File: config.mk
export PLATFORM = sky130hd
export DESIGN_NAME = mfb_rop
export DESIGN_NICKNAME = d
export VERILOG_FILES = /design/src/rtl/mfb_pkg.sv /design/src/rtl/mfb_rop.sv
export SDC_FILE = /design/constraint.sdc
export NUM_CORES = 1
export LEC_CHECK = 0
export ABC_CLOCK_PERIOD_IN_PS = 1000
export BUFFER_PORTS_ARGS = -buffer_cell sky130_fd_sc_hd__buf_4
export CORE_AREA = 8 8 47 49
export DETAILED_ROUTE_END_ITERATION = 7
export DIE_AREA = 0 0 55 57
export PLACE_DENSITY = 0.67
export SYNTH_ARGS = -nofsm -noshare
export SYNTH_HDL_FRONTEND = slang
export SYNTH_SLANG_ARGS = --single-unit
File: constraint.sdc
create_clock -name vclk -period 1
set_input_delay 0.15 -clock vclk [all_inputs]
set_output_delay 0.15 -clock vclk [all_outputs]
set_load 0.05 [all_outputs]
File: src/rtl/mfb_pkg.sv
`timescale 1ns / 1ps

package mfb_pkg;

    localparam int ROWS             = 96;
    localparam int BYTES_PER_ROW    = 12;
    localparam int MAX_GLYPH_HEIGHT = 32;

    localparam int FB_DEPTH     = ROWS * BYTES_PER_ROW;
    localparam int ADDR_W       = $clog2(FB_DEPTH);
    localparam int ROW_W        = 7;
    localparam int COL_W        = 4;
    localparam int BIT_W        = 3;
    localparam int GLYPH_LIMIT  = (MAX_GLYPH_HEIGHT < 32) ? MAX_GLYPH_HEIGHT : 32;
    localparam int CNT_MAX      = (GLYPH_LIMIT > BYTES_PER_ROW) ? GLYPH_LIMIT : BYTES_PER_ROW;
    localparam int CNT_W        = $clog2(CNT_MAX + 1);
    localparam int RCNT_W       = $clog2((1 << ROW_W) + GLYPH_LIMIT + 1);

    typedef enum logic [2:0] {
        OP_SET_CURSOR = 3'd0,
        OP_DRAW       = 3'd1,
        OP_WRITE      = 3'd2,
        OP_FILL       = 3'd3,
        OP_READ       = 3'd4
    } op_t;

    typedef enum logic [1:0] {
        ROP_OR       = 2'd0,
        ROP_COPY     = 2'd1,
        ROP_INV_COPY = 2'd2,
        ROP_INVERT   = 2'd3
    } rop_t;

    // byte address of (row, column) in the buffer, row major
    function automatic logic [ADDR_W-1:0] fb_index(input logic [ROW_W-1:0] r,
                                                   input logic [COL_W-1:0] c);
        int idx;
        idx = int'(r) * BYTES_PER_ROW + int'(c);
        return idx[ADDR_W-1:0];
    endfunction

endpackage

File: src/rtl/mfb_rop.sv
`timescale 1ns / 1ps

module mfb_rop
    import mfb_pkg::*;
(
    input  logic [7:0] dst,
    input  logic [7:0] mask,
    input  logic       src,
    input  logic [1:0] rop,
    output logic [7:0] result
);

    always_comb
    begin
        case (rop)
            ROP_OR:       result = src ? (dst | mask) : dst;
            ROP_COPY:     result = src ? (dst | mask) : (dst & ~mask);
            ROP_INV_COPY: result = src ? (dst & ~mask) : (dst | mask);
            default:      result = dst ^ mask;
        endcase
    end

endmodule

==> summary.md, run 1 <==
- status: aborted with a tool error
- halt point of the flow: global routing (5_1_grt)
- Tool Error: [ERROR DPL-0038] Utilization greater than 100%, impossible to legalize
- # hold bufs at CTS: 0
- Seq/Total Area, Yosys: 0%
- number of buffers added on ports: 27
- worst endpoint type: primary output
- placed wire-length estimate after detailed placement: 1680 um
- last reported worst endpoint of the global-route repair pass: result[4]
- largest net degree at the start of global routing: 15
- initial standard-cell utilization of the core: 35.5%
- count of different cell masters after synthesis: 14
- net count after synthesis: 117
- pre-CTS setup slack: -0.452 ns
- vertical die dimension: 57 um
- area of the mapped netlist: 559 sq um
- Synth Area per Inst: 6.21 sq um
- DP Area: 1090 sq um
- Post-Synthesis Cells: 90
- count of warnings emitted by yosys: 0
- standard-cell row count: 15
- # IOs: 27
- die boundary width: 55 um
- final weighted congestion in routability-driven placement: 0.807
-- stage by stage --
step / setup TNS, ns / std cells / hold WS, ns
after floorplan: -1.98 / 90 / 0.517
after global placement: -3.04 / 150 / 0.789
after detailed placement: -3.19 / 150 / 0.806
after CTS: -1.70 / 146 / 0.756
-- synthesized netlist by cell type --
library cell,number,area [sq um]
sky130_fd_sc_hd__a211oi_1,8,60.1
sky130_fd_sc_hd__a21oi_1,8,40.0
sky130_fd_sc_hd__a311oi_1,8,70.1
sky130_fd_sc_hd__buf_2,3,15.0
sky130_fd_sc_hd__buf_4,3,22.5
sky130_fd_sc_hd__clkbuf_2,1,5.00
sky130_fd_sc_hd__ha_1,8,100
sky130_fd_sc_hd__inv_1,16,60.1
sky130_fd_sc_hd__nand2_1,9,33.8
sky130_fd_sc_hd__nor2b_1,1,6.26
sky130_fd_sc_hd__o21ai_0,8,40.0
sky130_fd_sc_hd__o22ai_1,8,50.1
sky130_fd_sc_hd__or2_1,1,6.26
sky130_fd_sc_hd__or2_2,8,50.1
-- cell families after synthesis --
kind of cell | count (synthesis) | synth area share (%)
compound gates | 40 | 46.5
buf+inv | 23 | 18.3
simple gates | 19 | 17.2
fa+ha+maj | 8 | 17.9
-- timing repair --
action	4_1_cts
pin swaps	34
endpoints found under the setup margin	8
buffers inserted	2
gates cloned	1
resized for setup	88
==> run 2, diff against run 1 <==
Settings changed: CORE_AREA 8 8 47 49 to 8 8 69 71, DIE_AREA 0 0 55 57 to 0 0 77 79, PLACE_DENSITY 0.67 to default, PLACE_DENSITY_LB_ADDON from default to 0.15.
==> summary.md, run 2 <==
- total of max-cap violations: 0
- Layout Nets: 164
- final clock period utilization by the worst path: 121%
- count of warnings emitted by yosys: 0, unchanged
- highest-count cells in the layout ignoring fill and taps: sky130_fd_sc_hd__buf_6, sky130_fd_sc_hd__buf_4, sky130_fd_sc_hd__inv_2
- vias: 834
- total of fill cells in the finished design: 371
- worst slew pin tran: 0.357 ns
- number of antenna repair diodes: 0
- Post-route DRC: 0
- power per cell area: 606 nW/um^2
- wire per inst: 14.8 um
- synth top area cells: sky130_fd_sc_hd__ha_1, sky130_fd_sc_hd__a311oi_1, sky130_fd_sc_hd__a211oi_1, unchanged
- top-count cell post-synth: sky130_fd_sc_hd__inv_1, unchanged
- number of buffers added on ports: 27, unchanged
- remaining antenna violation count: 0
- count of non-filler cells in the finished layout: 185
- Seq/Total Area, Yosys: 0%, unchanged
- largest area contributor in the synthesized netlist: sky130_fd_sc_hd__ha_1, unchanged
- status: complete, but fails checks, was aborted with a tool error
- remaining global-route overflow: 0
- critical path startpoint category: input pin
- placed wire-length estimate after detailed placement: 1870 um, was 1680 um
- violated checks: setup timing
- standard-cell row count: 23, was 15
- Worst Setup Slack, final: -0.205 ns
- total die area: 6080 sq um
- setup repair after global routing missed its margin: true
- WHS Endpoint: result[2]
- Critical Path RT: 0.85 ns
- number of hold violations in the final report: 0
- initial antenna violation count: 0
- global-route wire length before repair: 4620 um
- Synth top cells by count: sky130_fd_sc_hd__inv_1, sky130_fd_sc_hd__nand2_1, unchanged
- number of sequential storage elements: 0
- leading cell type in the layout, fill and taps excluded: sky130_fd_sc_hd__buf_6
- standby leakage power: 0.635 nW
- vertical die dimension: 79 um, was 57 um
- worst slew margin relative to its limit: 75.9%
- # clk buffers: 0
- IR Drop Worst-Case VDD: 0.000224 V
- global-route usage over all layers: 8.87%
- start point of the worst hold path: dst[2]
- endpoints failing setup: 8
- # IOs: 27, unchanged
- Area growth syn-to-layout: 213%
- # hold bufs at CTS: 0, unchanged
- Post-Synthesis Cells: 90, unchanged
- placed insts: 181, was 150
- initial standard-cell utilization of the core: 14.7%, was 35.5%
- Synth top area share: 17.9%, unchanged
- endpoint kind of the worst setup timing path: primary output
- drt via density: 4.51
- pre-CTS setup slack: -0.450 ns, was -0.452 ns
- Final Max Tran Viols: 0
- worst hold path class: in2out
- Data arrival, critical path: 1.06 ns
- area used by sequential logic in the layout: 0 sq um
- Synth Area per Inst: 6.21 sq um, unchanged
- final weighted congestion in routability-driven placement: 0.640, was 0.807
- area of the core region: 3800 sq um
- count of different cell masters after synthesis: 14, unchanged
- upper clock frequency limit: 830 MHz
- number of iterations in the first detailed-routing pass: 2
- largest net degree at the start of global routing: 9
- critical path class: in2out
- area of the mapped netlist: 559 sq um, unchanged
- die boundary width: 77 um, was 55 um
- Critical Path Fanout Max: 3
- total wirelength of the detailed-routed design: 2740 um
- violation count after the first detailed-routing iteration: 34
- final critical delay including setup and external delays: 1.21 ns
- Hold Path Stages: 4
- number of global-route vias before repair: 917
- net count after synthesis: 117, unchanged
- proportion of layout cells with a drive suffix above 1: 89.6%
## run 2: cell counts after synthesis
Identical to the previous run, type by type.
## run 2: cell families after synthesis
group | after synthesis | share of synthesized area [%]
AO/OA/AOI/OAI | 40 | 46.5
buffers and inverters | 23 | 18.3
AND/OR/NAND/NOR | 19 | 17.2
adder cells (fa/ha/maj) | 8 | 17.9
## run 2: area by class of cell
cell class                      instances  area (sq um)  area share (%)
Multi-Input combinational cell         67          1010            57.6
Timing Repair Buffer                   52           603            34.5
Inverter                               16          75.1            4.29
Tap cell                               50          62.6            3.58
## run 2: timing repair
action                     CTS  global route
gates cloned                 1             0
resized for setup          110            11
pin swaps                   33            10
setup buffers                6             1
setup endpoints to repair    8             8
hold endpoints to repair     0             0
## run 2: through the flow
stage / hold slack (ns) / area [sq um] / power, mW / util, % / TNS [ns]
after floorplan: 0.517 / 764 / 0.462 / - / -1.98
after global placement: 0.856 / 1100 / 0.680 / 29.1 / -3.32
after detailed placement: 0.855 / 1100 / 0.685 / 29.1 / -3.40
after CTS: 0.756 / 1680 / 1.02 / 44.1 / -1.55
after global routing: 0.771 / 1750 / 1.12 / 46.0 / -1.80
final: 0.752 / 1750 / 1.06 / 46.0 / -1.51
## run 2: worst max path at each step
stage | start | to | slack, ns | cells after the start
after floorplan | dst[1] | result[1] | -0.25 | 5
after global placement | mask[2] | result[2] | -0.47 | 5
after detailed placement | mask[2] | result[2] | -0.45 | 5
after CTS | dst[7] | result[7] | -0.21 | 5
after global routing | dst[5] | result[5] | -0.23 | 5
final | dst[5] | result[5] | -0.21 | 5
## run 2: critical path, cell delays in order
cell                       delay (ns)
sky130_fd_sc_hd__buf_8           0.10
sky130_fd_sc_hd__or2_4           0.25
sky130_fd_sc_hd__a311oi_4        0.33
sky130_fd_sc_hd__a211oi_4        0.06
sky130_fd_sc_hd__buf_6           0.16
## run 2: per-layer routing
layer	up-vias	wire [um]	GRT usage, %
li1	417	-	-
met1	404	1180	10.8
met2	13	1520	17.8
met3	0	40	0.339
met4	0	0	0
met5	-	0	0
## run 2: power by group
part	leakage, nW	internal (mW)	switching (mW)	total [mW]
Combinational	0.635	0.520	0.539	1.06
Clock	0	0	0	0
Sequential	0	0	0	0
Total	0.635	0.520	0.539	1.06
Note: power is estimated with default switching activity, not from simulation.
==> run 3, diff against run 2 <==
Settings changed: CELL_PAD_IN_SITES_DETAIL_PLACEMENT from default to 0, CELL_PAD_IN_SITES_GLOBAL_PLACEMENT from default to 1.
==> summary.md, run 3 (synthesized netlist as in run 2, its figures left out) <==
- status: complete, but fails checks, unchanged
- violated checks: setup timing, unchanged
- worst hold-check slack: 0.739 ns, was 0.752 ns
- final critical delay including setup and external delays: 1.21 ns, about the same
- upper clock frequency limit: 825 MHz, was 830 MHz
- Sw Pwr: 0.542 mW, was 0.539 mW
- area of the core region: 3800 sq um, unchanged
- number of sequential storage elements: 0, unchanged
- initial antenna violation count: 0, unchanged
- critical path startpoint category: input pin, unchanged
- pre-CTS setup slack: -0.455 ns, was -0.450 ns
- vertical die dimension: 79 um, unchanged
- violation count after the first detailed-routing iteration: 3, was 34
- vias: 832, was 834
- standard-cell row count: 23, unchanged
- remaining global-route overflow: 0, unchanged
- Critical Path RT: 0.85 ns, about the same
- wire per inst: 14.4 um, was 14.8 um
- worst slew margin relative to its limit: 78.2%, was 75.9%
- share of total power in the clock network: 0%, about the same
- Area growth syn-to-layout: 220%, was 213%
- Layout Nets: 164, unchanged
- final weighted congestion in routability-driven placement: 0.732, was 0.640
- Data arrival, critical path: 1.06 ns, about the same
- number of global-route vias before repair: 944, was 917
- number of iterations in the first detailed-routing pass: 2, unchanged
- global-route usage over all layers: 8.75%, was 8.87%
- drt via density: 4.50, was 4.51
- total of max-cap violations: 0, unchanged
- Worst Setup Slack, final: -0.212 ns, was -0.205 ns
- die boundary width: 77 um, unchanged
- standby leakage power: 0.654 nW, was 0.635 nW
- Logic pwr share: 100.0%, about the same
- highest-count cells in the layout ignoring fill and taps: sky130_fd_sc_hd__buf_6, sky130_fd_sc_hd__buf_4, sky130_fd_sc_hd__inv_2, sky130_fd_sc_hd__or2_4, was sky130_fd_sc_hd__buf_6, sky130_fd_sc_hd__buf_4, sky130_fd_sc_hd__inv_2
- total die area: 6080 sq um, unchanged
- critical path class: in2out, unchanged
- number of hold violations in the final report: 0, unchanged
- Post-route DRC: 0, unchanged
- number of antenna repair diodes: 0, unchanged
- share of the core filled with cells: 47.1%, was 46.0%
- number of buffers added on ports: 27, unchanged
- Setup TNS: -1.55 ns, was -1.51 ns
- worst hold path class: in2out, unchanged
- total of fill cells in the finished design: 366, was 371
- Critical Path Fanout Max: 4, was 3
- power per cell area: 601 nW/um^2, was 606 nW/um^2
- leading cell type in the layout, fill and taps excluded: sky130_fd_sc_hd__buf_6, unchanged
- proportion of layout cells with a drive suffix above 1: 89.6%, unchanged
- Final Max Tran Viols: 0, unchanged
- total wirelength of the detailed-routed design: 2660 um, was 2740 um
- Hold Path Stages: 4, unchanged
- count of non-filler cells in the finished layout: 185, unchanged
- # clk buffers: 0, unchanged
- setup repair after global routing missed its margin: true, unchanged
- # hold bufs at CTS: 0, unchanged
- placed insts: 179, was 181
- remaining antenna violation count: 0, unchanged
- area used by sequential logic in the layout: 0 sq um, unchanged
- Overall Power: 1.08 mW, was 1.06 mW
- final clock period utilization by the worst path: 121%, about the same
- initial standard-cell utilization of the core: 14.7%, unchanged
- Final Instance Area: 1790 sq um, was 1750 sq um
- placed wire-length estimate after detailed placement: 1820 um, was 1870 um
- worst slew pin tran: 0.323 ns, was 0.357 ns
- DP Area: 1090 sq um, was 1100 sq um
- global-route wire length before repair: 4520 um, was 4620 um
- endpoints failing setup: 8, unchanged
- net switching fraction of the power: 50.4%, was 50.9%
- endpoint kind of the worst setup timing path: primary output, unchanged
- # IOs: 27, unchanged
- IR Drop Worst-Case VDD: 0.000304 V, was 0.000224 V
- largest net degree at the start of global routing: 10, was 9
- Seq pwr share: 0%, about the same
- Cell Int Power: 0.534 mW, was 0.520 mW
## run 3: cell counts in the layout (fill, tap and decap cells not counted)
Identical to the previous run, type by type.
## run 3: power by group through the flow
stage	Combinational (mW)	Sequential [mW]	Clock, mW
after floorplan	0.462	0	0
after global placement	0.677	0	0
after detailed placement	0.682	0	0
after CTS	1.02	0	0
after global routing	1.14	0	0
final	1.08	0	0
## run 3: timing repair
| item | 4_1_cts | 5_1_grt |
|---|---|---|
| endpoints found under the setup margin | 8 | 8 |
| setup buffers | 8 | 1 |
| gates resized for setup | 107 | 24 |
| cloned | 1 | 0 |
| pin swaps | 35 | 10 |
| hold endpoints to repair | 0 | 0 |
## run 3: path summary, 6_finish.rpt
check   start         to  slack, ns
max    rop[1]  result[0]      -0.21
min    dst[2]  result[2]       0.74
## run 3: critical path, cell delays in order
cell and delay, ns:
sky130_fd_sc_hd__buf_12 0.11, sky130_fd_sc_hd__or2_4 0.28, sky130_fd_sc_hd__buf_12 0.15, sky130_fd_sc_hd__o22ai_4 0.14
sky130_fd_sc_hd__a211oi_4 0.06, sky130_fd_sc_hd__buf_6 0.17
## run 3: layout make-up
cell class         count  area [sq um]  share of cell area, %
well taps             50          62.6                   3.49
multi-input cells     67          1030                   57.4
repair buffers        52           626                   34.9
inverters             16          75.1                   4.19
## run 3: routing by layer
layer	vias up	part of all wire (%)	global-route usage [%]	wire length, um
met1	403	43	10.3	1160
met3	0	3.0	0.903	81
met4	0	0	0.189	0
li1	416	-	-	-
met2	13	54	17.4	1430
met5	-	0	0	0
==> run 4, diff against run 3 <==
Settings changed: PLACE_DENSITY_LB_ADDON 0.15 to 0.1.
==> summary.md, run 4 (synthesized netlist as in run 2, its figures left out) <==
- worst hold-check slack: 0.730 ns, was 0.739 ns
- total wirelength of the detailed-routed design: 2780 um, was 2660 um
- worst slew pin tran: 0.341 ns, was 0.323 ns
- die boundary width: 77 um, unchanged
- Post-route DRC: 0, unchanged
- vertical die dimension: 79 um, unchanged
- number of iterations in the first detailed-routing pass: 4, was 2
- violated checks: setup timing, unchanged
- IR Drop Worst-Case VDD: 0.000236 V, was 0.000304 V
- final clock period utilization by the worst path: 123%, was 121%
- area of the core region: 3800 sq um, unchanged
- placed insts: 181, was 179
- remaining global-route overflow: 0, unchanged
- Worst Setup Slack, final: -0.228 ns, was -0.212 ns
- final critical delay including setup and external delays: 1.23 ns, was 1.21 ns
- worst hold path class: in2out, unchanged
- Final Instance Area: 1750 sq um, was 1790 sq um
- status: complete, but fails checks, unchanged
- wire per inst: 14.9 um, was 14.4 um
- total of fill cells in the finished design: 369, was 366
- global routing met3 resource utilization: 1.13%, was 0.903%
- # hold bufs at CTS: 0, unchanged
- power per cell area: 604 nW/um^2, was 601 nW/um^2
- critical path startpoint category: input pin, unchanged
- Data arrival, critical path: 1.08 ns, was 1.06 ns
- number of buffers added on ports: 27, unchanged
- placed wire-length estimate after detailed placement: 1880 um, was 1820 um
- standby leakage power: 0.645 nW, was 0.654 nW
- Final Max Tran Viols: 0, unchanged
- # clk buffers: 0, unchanged
- total of max-cap violations: 0, unchanged
- standard-cell row count: 23, unchanged
- busiest layer in global routing: met2, unchanged
- pre-CTS setup slack: -0.445 ns, was -0.455 ns
- number of antenna repair diodes: 0, unchanged
- Layout Nets: 166, was 164
- WHS Endpoint: result[4], was result[2]
- start point of the worst hold path: dst[4], was dst[2]
- # IOs: 27, unchanged
- number of hold violations in the final report: 0, unchanged
- global-route usage over all layers: 8.56%, was 8.75%
- worst slew margin relative to its limit: 77.0%, was 78.2%
- global-route wire length before repair: 4440 um, was 4520 um
- total die area: 6080 sq um, unchanged
- remaining antenna violation count: 0, unchanged
- count of non-filler cells in the finished layout: 187, was 185
- violation count after the first detailed-routing iteration: 15, was 3
- met2 Use GR: 15.4%, was 17.4%
- area used by sequential logic in the layout: 0 sq um, unchanged
- endpoints failing setup: 8, unchanged
- Hold Path Stages: 4, unchanged
- endpoint kind of the worst setup timing path: primary output, unchanged
- Critical Path Fanout Max: 9, was 4
- setup repair after global routing missed its margin: true, unchanged
- Critical Path RT: 0.85 ns, about the same
- leading cell type in the layout, fill and taps excluded: sky130_fd_sc_hd__buf_4, was sky130_fd_sc_hd__buf_6
- initial antenna violation count: 0, unchanged
- initial standard-cell utilization of the core: 14.7%, unchanged
- proportion of layout cells with a drive suffix above 1: 88.3%, was 89.6%
- critical path class: in2out, unchanged
- DP Area: 1090 sq um, about the same
- final weighted congestion in routability-driven placement: 0.760, was 0.732
- number of sequential storage elements: 0, unchanged
- number of global-route vias before repair: 872, was 944
- largest net degree at the start of global routing: 10, unchanged
- vias: 844, was 832
- Area growth syn-to-layout: 213%, was 220%
- Overall Power: 1.06 mW, was 1.08 mW
- highest-count cells in the layout ignoring fill and taps: sky130_fd_sc_hd__buf_4, sky130_fd_sc_hd__buf_6, sky130_fd_sc_hd__inv_2, was sky130_fd_sc_hd__buf_6, sky130_fd_sc_hd__buf_4, sky130_fd_sc_hd__inv_2, sky130_fd_sc_hd__or2_4
- drt via density: 4.51, was 4.50
- upper clock frequency limit: 815 MHz, was 825 MHz
- met1 track demand over resource in global routing: 11.2%, was 10.3%
## run 4: changes by cell type in the layout (fill, tap and decap cells not counted), sizes merged
cell  previous run  this run
buf             52        54
## run 4: final cells by class
type	count	area, sq um	area share (%)
well taps	50	62.6	3.57
repair buffers	54	616	35.1
multi-input cells	67	1000	57.2
inverters	16	72.6	4.14
## run 4: per-layer routing
| metal | routed length (um) | part of all wire (%) |
|---|---|---|
| met5 | 0 | 0 |
| met2 | 1490 | 54 |
| met3 | 82 | 2.9 |
| met1 | 1210 | 43 |
| met4 | 0 | 0 |
## run 4: power breakdown
part	switching [mW]	internal, mW	total, mW
clock	0	0	0
combinational	0.538	0.521	1.06
sequential	0	0	0
## run 4: worst max path at each step
stage	start	end	slack [ns]
after floorplan	dst[1]	result[1]	-0.25
after global placement	mask[7]	result[7]	-0.44
after detailed placement	mask[2]	result[2]	-0.44
after CTS	dst[0]	result[0]	-0.23
after global routing	src	result[4]	-0.25
final	src	result[4]	-0.23
## run 4: through the flow
stage	util (%)	setup TNS [ns]
final	46.1	-1.64
after global placement	28.8	-3.31
after floorplan	-	-1.98
after detailed placement	28.8	-3.34
after CTS	41.9	-1.73
after global routing	46.1	-1.82
## run 4: worst max-delay path, cell delays in order
cell and delay [ns]:
sky130_fd_sc_hd__buf_12 0.12, sky130_fd_sc_hd__buf_12 0.13, sky130_fd_sc_hd__a21oi_4 0.16, sky130_fd_sc_hd__a311oi_4 0.07
sky130_fd_sc_hd__a211oi_4 0.25, sky130_fd_sc_hd__buf_6 0.19
## run 4: repair_timing
action                     CTS  global route
gates resized for setup     95            28
hold endpoints to repair     0             0
cloned                       1             0
setup endpoints to repair    8             8
buffers inserted             5             4
pin swaps                   34            21
